`src/rtl/best_fit_slot_allocator_top_macros.svh`:
```
// ----------------------------------------------------------------------------
// Assertion macros for the best-fit slot allocator
// Each macro expands to one labeled concurrent assertion on clk / rst_n.
// ----------------------------------------------------------------------------
`ifndef BEST_FIT_SLOT_ALLOCATOR_TOP_MACROS_SVH
`define BEST_FIT_SLOT_ALLOCATOR_TOP_MACROS_SVH

// same-cycle implication
`define BFSA_ASSERT_NOW(lbl, ante, cons, msg) \
  lbl: assert property (@(posedge clk) disable iff (!rst_n) (ante) |-> (cons)) \
    else $error(msg);

// next-cycle implication
`define BFSA_ASSERT_NEXT(lbl, ante, cons, msg) \
  lbl: assert property (@(posedge clk) disable iff (!rst_n) (ante) |=> (cons)) \
    else $error(msg);

`endif

```
`src/rtl/bfsa_pkg.sv`:
```
// ----------------------------------------------------------------------------
// bfsa_pkg
// Shared codes, widths and the table control bundle of the slot allocator.
// ----------------------------------------------------------------------------
package bfsa_pkg;

  localparam int AGE_W    = 16;
  localparam int STRIDE_W = 11;
  localparam int ADDR_W   = 64;
  localparam int COUNT_W  = 9;
  localparam int SLOT_W   = 8;

  localparam logic [1:0] ST_DONE    = 2'd0;
  localparam logic [1:0] ST_NOSPACE = 2'd1;
  localparam logic [1:0] ST_BAD     = 2'd2;

  localparam logic MODE_ALLOC = 1'b0;
  localparam logic MODE_FREE  = 1'b1;

  localparam logic REG_HEAP_BASE   = 1'b0;
  localparam logic REG_SLOT_STRIDE = 1'b1;

  localparam logic [STRIDE_W-1:0] STRIDE_RST = 11'd32;

  typedef struct packed {
    logic rd_en;
    logic we;
    logic set_valid;
    logic clr_en;
  } tbl_ctl_t;

endpackage

```
`src/rtl/bfsa_addr.sv`:
```
// ----------------------------------------------------------------------------
// bfsa_addr
// Slot address unit: registered slot * stride product, then base add.
// ----------------------------------------------------------------------------
module bfsa_addr #(
  parameter int SW = 8
) (
  input  logic                               clk,
  input  logic                               mul_en,
  input  logic [SW-1:0]                      slot_idx,
  input  logic [bfsa_pkg::STRIDE_W-1:0]      stride,
  input  logic [bfsa_pkg::ADDR_W-1:0]        base,
  input  logic                               grant,
  output logic [bfsa_pkg::ADDR_W-1:0]        addr
);

  localparam int PW = SW + bfsa_pkg::STRIDE_W;

  logic [PW-1:0] prod_r;

  always_ff @(posedge clk) begin
    if (mul_en) begin
      prod_r <= PW'(slot_idx) * PW'(stride);
    end
  end

  assign addr = grant ? (base + bfsa_pkg::ADDR_W'(prod_r)) : '0;

endmodule

```
`config.mk`:
```
export PLATFORM = sky130hd
export DESIGN_NAME = bfsa_addr
export DESIGN_NICKNAME = d
export VERILOG_FILES = /design/src/rtl/best_fit_slot_allocator_top_macros.svh /design/src/rtl/bfsa_pkg.sv /design/src/rtl/bfsa_addr.sv
export SDC_FILE = /design/constraint.sdc
export NUM_CORES = 1
export LEC_CHECK = 0
export ABC_AREA = 0
export BUFFER_PORTS_ARGS = -buffer_cell sky130_fd_sc_hd__buf_4
export CAP_MARGIN = 40
export CORE_UTILIZATION = 50
export CTS_CLUSTER_DIAMETER = 200
export DETAILED_ROUTE_END_ITERATION = 16
export GPL_TIMING_DRIVEN = 0
export PLACE_DENSITY = 0.76
export SYNTH_ARGS = -nofsm -noshare
export SYNTH_HDL_FRONTEND = slang
export SYNTH_SLANG_ARGS = --single-unit
```
`constraint.sdc`:
```
create_clock -name clk -period 6.7 [get_ports clk]
set_input_delay 0.335 -clock clk [delete_from_list [all_inputs] [get_ports clk]]
set_output_delay 0.335 -clock clk [all_outputs]
set_load 0.1 [all_outputs]
```
==> results.tsv <==
metric	value	unit
Post-CTS Resized	0	
total CTS buffers	3	
Period minus WS final	5.10	ns
top_reg_cell synth	edfxtp_1	
Fin Setup TNS	0	ns
Design Power	2.40	mW
worst hold endpoint	prod_r[0]$_DFFE_PP_	
Top Usage Layer GRT	met2	
crit start category	primary input	
Synth Instances	703	
CP Capture Type	register	
Slew Viols, Final	0	
drt drc	0	
Die Span X	109	um
maxcap violations	0	
slowest stage delay, CP	0.54	ns
#FFs+latches synth	19	
Psw	1.42	mW
Final Cycle Share	0.761	
Leak	3.45	nW
Post-Synth Adder-Cell Area	0.317	
final core utilization	0.646	
Pint	985	uW
normalized max-slew margin	0.372	
cell with the most instances after synthesis	inv_1	
Root Buffer	clkbuf_16	
endpoints failing hold	0	
total iterations of the first detailed-routing run	4	
Seq/Total Area, Yosys	0.0991	
hold-fix buffers at CTS	0	
clk sinks	19	
worst-path cell chain	buf_4, clkbuf_1, and2_1, fa_1, inv_1, fa_1, inv_1, fa_1, inv_1, fa_1, inv_1, ha_1, nand3_1, o221ai_1, a41oi_1, a21oi_1, a31o_1, or4_1, and3_1	
net count after synthesis	902	
gr usage total	0.252	
# Post-CTS Setup Buffers	0	
post-synth cell types	71	
Post-synth EDFFs	19	
clock transition at the registers of the reported paths	0.05	ns
Largest Register	prod_r	
unrepaired setup endpoints after global routing	false	
Row Count	38	
FILL cells	954	
Top Registers	prod_r x19	
layout cells sized above 1	0.228	
simple-gate share of the synthesized area	0.280	
IO Pins	150	
largest net degree at the start of global routing	20	
vias	5452	
area of the multi-input gates	4750	um^2
Syn Area/Cell	8.19	um^2
outcome	finished clean	
Worst Slack Setup Final	1.60	ns
vias in the first global route	5278	
core area	11000	um^2
WS Path Type	in2reg	
GR Layer Usage met3	0.00771	
Net Sw Frac	0.590	
worst-case clock buffer depth	2	
Synth Area in Compound Gates	0.126	
cell accounting for the most synthesized area	fa_1	
Max Clock Freq	0.196	GHz
worst hold slack	0.467	ns
hold depth	1	
maximum fanout along the worst path	10	
final setup vio count	0	
Warnings, synthesis	0	
M2 GR Usage	0.472	
first-pass GRT wire length	24.3	mm
Setup WS pre-CTS	1.37	ns
Max VDD drop	0.452	mV
met1 GRT Util	0.327	
Port Buf Inserts	149	
critical path required time	6.70	ns
multiplexer share of the synthesized area	0.00369	
max reg flops	19	
combinational share of power	0.852	
chip height	109	um
starting density of the core	0.522	
PD cells	337	nW/um^2
Post-synth top cells	inv_1 (86), and2_1 (77), nor2_1 (73)	
Min-Delay Path Class	in2reg	
CTS tree	built	
GRT overflow	0	
Final Wtd Congestion	0.927	
cell area after synthesis	5760	um^2
top post-synthesis cells by area	fa_1 (19%), ha_1 (13%), edfxtp_1 (9.9%)	
initial antenna violation count	0	
Register Area	571	um^2
Starting DRT DRC Count	327	
NumNets Final	1056	
post-route ant nets	0	
CTS HTree Levels	1	
Vias/cell	5.47	
HPWL Detailed	12.9	mm
CP max-delay cell	fa_1	
Synth top area share	0.191	
Die Area	11900	um^2
Worst Tran Pin Value	0.935	ns
power share of the sequential group	0.099	
diode count	0	
Synth-to-Final Area Change	23.9	%
largest family of logic cells by synthesized area	adder cells	
area share of xor/xnor cells in the synthesized design	0.0974	
DR WL/cell	15.0	um
WP data arrival	5.10	ns
fraction of registers with async set/reset	0	
clock share of power	0.050	
WL final	14.9	mm
hold path start	mul_en	
[logic make-up after synthesis]
logic type      Yosys count
simple gates            296
fa+ha+maj               113
buf+inv                 109
compound gates          100
xor+xnor                 64
mux                       2
flops                    19
[power groups by stage]
| stage | logic [mW] | clock network, mW | registers [mW] |
|---|---|---|---|
| 2_1_floorplan | 1.62 | 0 | 0.235 |
| 4_1_cts | 2.04 | 0.121 | 0.238 |
| 6_report | 2.05 | 0.119 | 0.237 |
| 3_5_place_dp | 2.03 | 0 | 0.240 |
| 5_1_grt | 2.24 | 0.126 | 0.243 |
| 3_3_place_gp | 2.00 | 0 | 0.240 |
[worst max-delay path, delay by kind of cell]
family	cells	cell delay, ns
adder cells (fa/ha/maj)	5	2.45
AND/OR/NAND/NOR	4	0.96
AO/OA/AOI/OAI	4	0.83
buffers and inverters	6	0.51
[layout by cell type (no fill, tap or decap), types with 8 or more instances in the layout]
cell type  Yosys  routed
inv_1         86      86
and3_1        13      13
xnor2_1       22      22
a21o_1        11      11
buf_4          1     150
and2_1        77      77
clkbuf_1      13      13
nand4_1       24      24
fa_1          55      55
or3_1          8       8
nand2_1       44      44
nor2_1        73      73
edfxtp_1      19      19
nand3_1       17      17
ha_1          58      58
o21ai_0       18      18
a21oi_1       25      25
xor2_1        42      42
[per-layer routing]
metal / vias up / wire length [um] / share of wire
met5: - / 0 / 0
met2: 169 / 7470 / 0.50
li1: 2674 / - / -
met3: 17 / 686 / 0.046
met4: 0 / 182 / 0.012
met1: 2592 / 6610 / 0.44
[how the worst max path moves through the flow]
stage / from / to / slack [ns] / depth (start not counted)
after floorplan: slot_idx[7] / prod_r[18]$_DFFE_PP_ / 1.92 / 18
after global placement: slot_idx[7] / prod_r[18]$_DFFE_PP_ / 1.45 / 19
after detailed placement: slot_idx[7] / prod_r[18]$_DFFE_PP_ / 1.37 / 19
after CTS: slot_idx[7] / prod_r[18]$_DFFE_PP_ / 1.62 / 19
after global routing: slot_idx[5] / prod_r[18]$_DFFE_PP_ / 1.31 / 17
final: slot_idx[7] / prod_r[18]$_DFFE_PP_ / 1.60 / 19
[per-stage QoR]
step | area [um^2] | instances
2_1_floorplan | 5760 | 703
3_3_place_gp | 7050 | 992
3_5_place_dp | 7050 | 992
4_1_cts | 7130 | 996
5_1_grt | 7130 | 996
6_report | 7130 | 996
[layout make-up]
class,instances,area share
repair buffers,149,0.157
multi-input cells,575,0.666
inverters,86,0.0453
flip-flops and latches,19,0.0800
well taps,140,0.0246
plain buffers,23,0.0158
clock inverters,1,0.000702
clock buffers,3,0.0105
(Power assumes the default switching activity.)
