[config.mk]
export PLATFORM = sky130hd
export DESIGN_NAME = bfsa_table
export DESIGN_NICKNAME = d
export VERILOG_FILES = /design/src/rtl/best_fit_slot_allocator_top_macros.svh /design/src/rtl/bfsa_pkg.sv /design/src/rtl/bfsa_table.sv
export SDC_FILE = /design/constraint.sdc
export NUM_CORES = 2
export LEC_CHECK = 0
export ABC_AREA = 1
export BUFFER_PORTS_ARGS = -buffer_cell sky130_fd_sc_hd__buf_2
export CELL_PAD_IN_SITES_DETAIL_PLACEMENT = 2
export CELL_PAD_IN_SITES_GLOBAL_PLACEMENT = 2
export CORE_ASPECT_RATIO = 0.5
export CORE_MARGIN = 1
export CORE_UTILIZATION = 40
export DETAILED_ROUTE_END_ITERATION = 8
export PLACE_DENSITY = 0.87
export SLEW_MARGIN = 10
export SYNTH_ARGS = -nofsm -noshare
export SYNTH_HDL_FRONTEND = slang
export SYNTH_MEMORY_MAX_BITS = 65536
export SYNTH_SLANG_ARGS = --single-unit
[constraint.sdc]
create_clock -name clk -period 3.03 [get_ports clk]
set_input_delay 0.303 -clock clk [delete_from_list [all_inputs] [get_ports clk]]
set_output_delay 0.303 -clock clk [all_outputs]
set_load 0.05 [all_outputs]
[src/rtl/best_fit_slot_allocator_top_macros.svh]
// ----------------------------------------------------------------------------
// Assertion macros for the best-fit slot allocator
// Each macro expands to one labeled concurrent assertion on clk / rst_n.
// ----------------------------------------------------------------------------
`ifndef BEST_FIT_SLOT_ALLOCATOR_TOP_MACROS_SVH
`define BEST_FIT_SLOT_ALLOCATOR_TOP_MACROS_SVH

// same-cycle implication
`define BFSA_ASSERT_NOW(lbl, ante, cons, msg) \
  lbl: assert property (@(posedge clk) disable iff (!rst_n) (ante) |-> (cons)) \
    else $error(msg);

// next-cycle implication
`define BFSA_ASSERT_NEXT(lbl, ante, cons, msg) \
  lbl: assert property (@(posedge clk) disable iff (!rst_n) (ante) |=> (cons)) \
    else $error(msg);

`endif

[src/rtl/bfsa_pkg.sv]
// ----------------------------------------------------------------------------
// bfsa_pkg
// Shared codes, widths and the table control bundle of the slot allocator.
// ----------------------------------------------------------------------------
package bfsa_pkg;

  localparam int AGE_W    = 16;
  localparam int STRIDE_W = 11;
  localparam int ADDR_W   = 64;
  localparam int COUNT_W  = 9;
  localparam int SLOT_W   = 8;

  localparam logic [1:0] ST_DONE    = 2'd0;
  localparam logic [1:0] ST_NOSPACE = 2'd1;
  localparam logic [1:0] ST_BAD     = 2'd2;

  localparam logic MODE_ALLOC = 1'b0;
  localparam logic MODE_FREE  = 1'b1;

  localparam logic REG_HEAP_BASE   = 1'b0;
  localparam logic REG_SLOT_STRIDE = 1'b1;

  localparam logic [STRIDE_W-1:0] STRIDE_RST = 11'd32;

  typedef struct packed {
    logic rd_en;
    logic we;
    logic set_valid;
    logic clr_en;
  } tbl_ctl_t;

endpackage

[src/rtl/bfsa_table.sv]
// ----------------------------------------------------------------------------
// bfsa_table
// Free-block table: one-port-read / one-port-write synchronous memory with
// registered read data, per-entry valid flops and a reset image for entry 0.
// ----------------------------------------------------------------------------
module bfsa_table #(
  parameter int DEPTH = 128,
  parameter int AW    = 7,
  parameter int DW    = 33,
  parameter logic [DW-1:0] INIT0 = '0
) (
  input  logic            clk,
  input  logic            rst_n,
  input  bfsa_pkg::tbl_ctl_t ctl,
  input  logic [AW-1:0]   rd_addr,
  input  logic [AW-1:0]   wr_addr,
  input  logic [DW-1:0]   wr_data,
  input  logic [AW-1:0]   clr_addr,
  output logic [DW-1:0]   rd_data,
  output logic            rd_valid
);

  logic [DW-1:0]    mem [DEPTH];
  logic [DEPTH-1:0] valid_r;
  logic             e0_fresh_r;
  logic [DW-1:0]    mem_q_r;
  logic             use_init_r;
  logic             rd_valid_r;

  always_ff @(posedge clk) begin
    if (ctl.we) begin
      mem[wr_addr] <= wr_data;
    end
    if (ctl.rd_en) begin
      mem_q_r <= mem[rd_addr];
    end
  end

  always_ff @(posedge clk) begin
    if (!rst_n) begin
      valid_r    <= DEPTH'(1);
      e0_fresh_r <= 1'b1;
      use_init_r <= 1'b0;
      rd_valid_r <= 1'b0;
    end else begin
      if (ctl.rd_en) begin
        use_init_r <= e0_fresh_r && (rd_addr == '0);
        rd_valid_r <= valid_r[rd_addr];
      end
      if (ctl.clr_en) begin
        valid_r[clr_addr] <= 1'b0;
      end
      if (ctl.we) begin
        valid_r[wr_addr] <= ctl.set_valid;
        if (wr_addr == '0) begin
          e0_fresh_r <= 1'b0;
        end
      end
    end
  end

  assign rd_data  = use_init_r ? INIT0 : mem_q_r;
  assign rd_valid = rd_valid_r;

endmodule

==> results of run 1 <==
[kinds of logic after synthesis]
family                 synth area share, %
buffers and inverters                 3.27
AO/OA/AOI/OAI                         11.7
flip-flops                            74.6
AND/OR/NAND/NOR                       10.5
[through the flow]
stage | hold WS, ps | cells
floorplan | 397 | 14000
global placement | 450 | 19800
[Yosys cell counts, drive strengths merged]
cell type,instances
a211oi,82
a21boi,1
a21oi,277
a31oi,8
buf,542
clkbuf,418
clkinv,2
dfxtp,131
edfxtp,4257
inv,280
nand2,1023
nand3,538
nand3b,1
nand4,6
nor2,3109
nor3,13
nor3b,1
o211ai,468
o21a,2
o21ai,2296
o221ai,17
o22ai,507
o32ai,1
or2,9
==> flow_summary.json, run 1 <==
{
  "place_congestion": 0.874,
  "netlist_top_cells_area": "edfxtp_1 73%, nor2_1 6.7%, o21ai_0 5.6%",
  "syn_area_per_cell_sq_um": 12.5,
  "dp_hpwl_mm": 557,
  "synth-seq-cells": 4388,
  "netlist-cell-type-count": 33,
  "portBuffers": 93,
  "yosysTopAreaCellShare_pct": 73.1,
  "synth_top_area_cell": "edfxtp_1",
  "start_util_pct": 40.2,
  "syn_area_sq_um": 175000,
  "io_pins": 94,
  "firstError": "[ERROR DPL-0033] detailed placement checks failed during check placement.",
  "fp-row-count": 171,
  "stop_stage": "detailed placement",
  "die_h_um": 470,
  "fp.dieW_um": 937,
  "syn_nets": 14000,
  "syn_inst": 14000,
  "yosysWarnings": 0,
  "synth-seq-area-share_pct": 74.6,
  "outcome": "aborted with a tool error"
}
==> run 2, diff against run 1 <==
CELL_PAD_IN_SITES_DETAIL_PLACEMENT = default   (was 2)
CELL_PAD_IN_SITES_GLOBAL_PLACEMENT = default   (was 2)
CORE_ASPECT_RATIO = default   (was 0.5)
PLACE_DENSITY = default   (was 0.87)
PLACE_DENSITY_LB_ADDON = 0.15   (was default)
clock period = 3.9 ns   (was 3.03 ns; I/O delays follow)
==> run 2 against run 1 <==
Net effect:
- the run now ends clean
- synthesized cell count unchanged
- synthesized area stayed put
==> flow_summary.json, run 2 <==
{
  "outcome": "completed",
  "io_pins": 94,
  "vias_per_cell": 5.69,
  "cts_tree": "done",
  "area.growth.synth_to_final_pct": 14.8,
  "max_cap_viol_count": 0,
  "syn_inst": 14000,
  "synth-seq-cells": 4388,
  "place_congestion": 0.880,
  "overflow": 0,
  "synth-seq-area-share_pct": 74.6,
  "synthArstFlopShare_pct": 0,
  "cts.sinks": 4388,
  "die_area_sq_um": 440000,
  "detail_route.wl_per_cell_um": 29.1,
  "syn_area_per_cell_sq_um": 12.5,
  "antenna_found_initial": 50,
  "drt-initial-drc-count": 12800,
  "grt_first_pass_wirelength_mm": 831,
  "synth-edff-count": 4257,
  "synth.most_common_cell": "edfxtp_1",
  "largest_register_ffs": 4224,
  "slew_viol_final": 0,
  "final_cell_mix": "4257 x edfxtp_1, 2971 x nor2_1, 1965 x o21ai_0",
  "dp.cells": 19500,
  "nets": 14300,
  "netlist_top_cells_area": "edfxtp_1 73%, nor2_1 6.7%, o21ai_0 5.6%",
  "portBuffers": 93,
  "regMostFlops": "mem",
  "multiInputGateArea_sq_um": 39800,
  "fp-row-count": 242,
  "fin_crit_ps": 3200,
  "yosysWarnings": 0,
  "final_common_cell": "edfxtp_1",
  "die_h_um": 663,
  "ant_nets": 0,
  "cts_max_level": 5,
  "grt_max_degree": 130,
  "critPathArrivalTime_ps": 4070,
  "slew-limit-headroom_pct": 20.1,
  "finalCritPeriodShare_pct": 82.1,
  "fmax_ghz": 0.312,
  "tightest_slew_ps": 1200,
  "post_cts_buffers": 0,
  "path_max_fanout": 53,
  "syn_nets": 14000,
  "max-clock-path-buffers": 4,
  "peakVddDrop_v": 0.000413,
  "dp_hpwl_mm": 344,
  "fin_cells": 20400,
  "fp.dieW_um": 663,
  "worstSetupEndpointType": "flip-flop",
  "ff_latch_area_sq_um": 130000,
  "p_leak_nw": 64.6,
  "p_per_area_nw_per_um2": 505,
  "first_pass_iters": 5,
  "synth_commonest_cells": "4257 x edfxtp_1, 3107 x nor2_1, 1965 x o21ai_0",
  "drt_wl_total_mm": 592,
  "drive_above_1_share_pct": 9.98,
  "cts_buffers": 461,
  "grt_pass1_vias": 109000,
  "cp.required_ps": 4760,
  "synth_top_area_cell": "edfxtp_1",
  "cp-start-kind": "input pin",
  "netlist-cell-type-count": 33,
  "gr-usage-all-layers_pct": 26.1,
  "drc": 0,
  "fillers": 39200,
  "yosysTopAreaCellShare_pct": 73.1,
  "cts-resized-gates": 0,
  "start_util_pct": 40.2,
  "core_area_sq_um": 435000,
  "largestRegisters": "mem: 4224 flops, valid_r: 128 flops, mem_q_r: 33 flops",
  "placed_area_sq_um": 186000,
  "power_mw": 101,
  "clk_latency_ps": 1040,
  "cts.clk_slew.worst_paths_ps": 60,
  "synth_flop_cell": "edfxtp_1",
  "final.setup_skew_ps": 110,
  "r2r_setup_slack_ps": 920,
  "finalSetupViolCount": 0,
  "finish.instance_area_sq_um": 201000,
  "timing.hold.ws_ps": 41.1,
  "cts.root.buffer_cell": "clkbuf_16",
  "rsz0062_at_grt": "no",
  "hold_viol": 0,
  "syn_area_sq_um": 175000,
  "worstSetupPathType": "in2reg",
  "hold_class": "in2reg",
  "vias": 116000
}
-- run 2: power by group --
group | internal [mW] | switching, mW | total [mW] | leakage [nW]
Clock | 23.7 | 18.7 | 42.4 | 6.97
Sequential | 51.9 | 0.128 | 52.0 | 39.4
Combinational | 1.67 | 5.20 | 6.88 | 18.3
Total | 77.3 | 24.1 | 101 | 64.6
-- run 2: what timing repair did --
| item | CTS | global route |
|---|---|---|
| endpoints found under the hold margin | 922 | 0 |
| hold buffers | 35 | 0 |
| setup endpoints to repair | 0 | 0 |
-- run 2: stage by stage --
stage / setup slack [ps] / setup TNS, ps / util [%]
after floorplan: 902 / 0 / -
after global placement: -227 / -385 / 42.8
after detailed placement: -209 / -388 / 42.8
after CTS: 828 / 0 / 46.2
after global routing: 765 / 0 / 46.2
final: 698 / 0 / 46.2
-- run 2: final cells by class --
cell class,count,share of cell area (%)
clock buffers,591,6.04
flip-flops and latches,4388,65.0
multi-input cells,8359,19.8
clock inverters,258,1.11
inverters,282,0.546
diodes,21,0.0262
repair buffers,725,3.95
well taps,5734,3.57
-- run 2: final timing paths --
check | depth (start not counted) | startpoint | end
setup / recovery | 14 | rd_addr[0] | mem_q_r[7]
hold / removal | 1 | wr_data[6] | mem[34][6]
setup reg to reg | 10 | mem[124][5] | mem_q_r[5]
hold reg to reg | 2 | valid_r[119] | valid_r[119]
-- run 2: cells by family (layout without fill, tap and decap cells) --
kind of cell / after synthesis / count (layout) / synth area share, %
compound gates: 3659 / 3659 / 11.7
simple gates: 4700 / 4700 / 10.5
buf+inv: 1242 / 1856 / 3.27
flops: 4388 / 4388 / 74.6
other cells: 0 / 21 / 0
-- run 2: worst max-delay path, stage by stage --
cell      delay [ps]
buf_12           140
inv_16           370
buf_12           270
buf_12           290
buf_12           260
buf_4            270
nor2_1            50
o21ai_0          260
o211ai_1         130
nand2_1          230
nand3_1          370
nand2_1          360
nand2_1          190
nand2_1          110
-- run 2: layer usage --
metal	share of wire, %	global-route usage (%)	up-vias
met3	7.2	3.53	833
li1	-	-	51500
met5	0.023	0	-
met2	46	41.6	4431
met4	3.6	8.81	20
met1	43	36.9	59000
(Power assumes the default switching activity.)
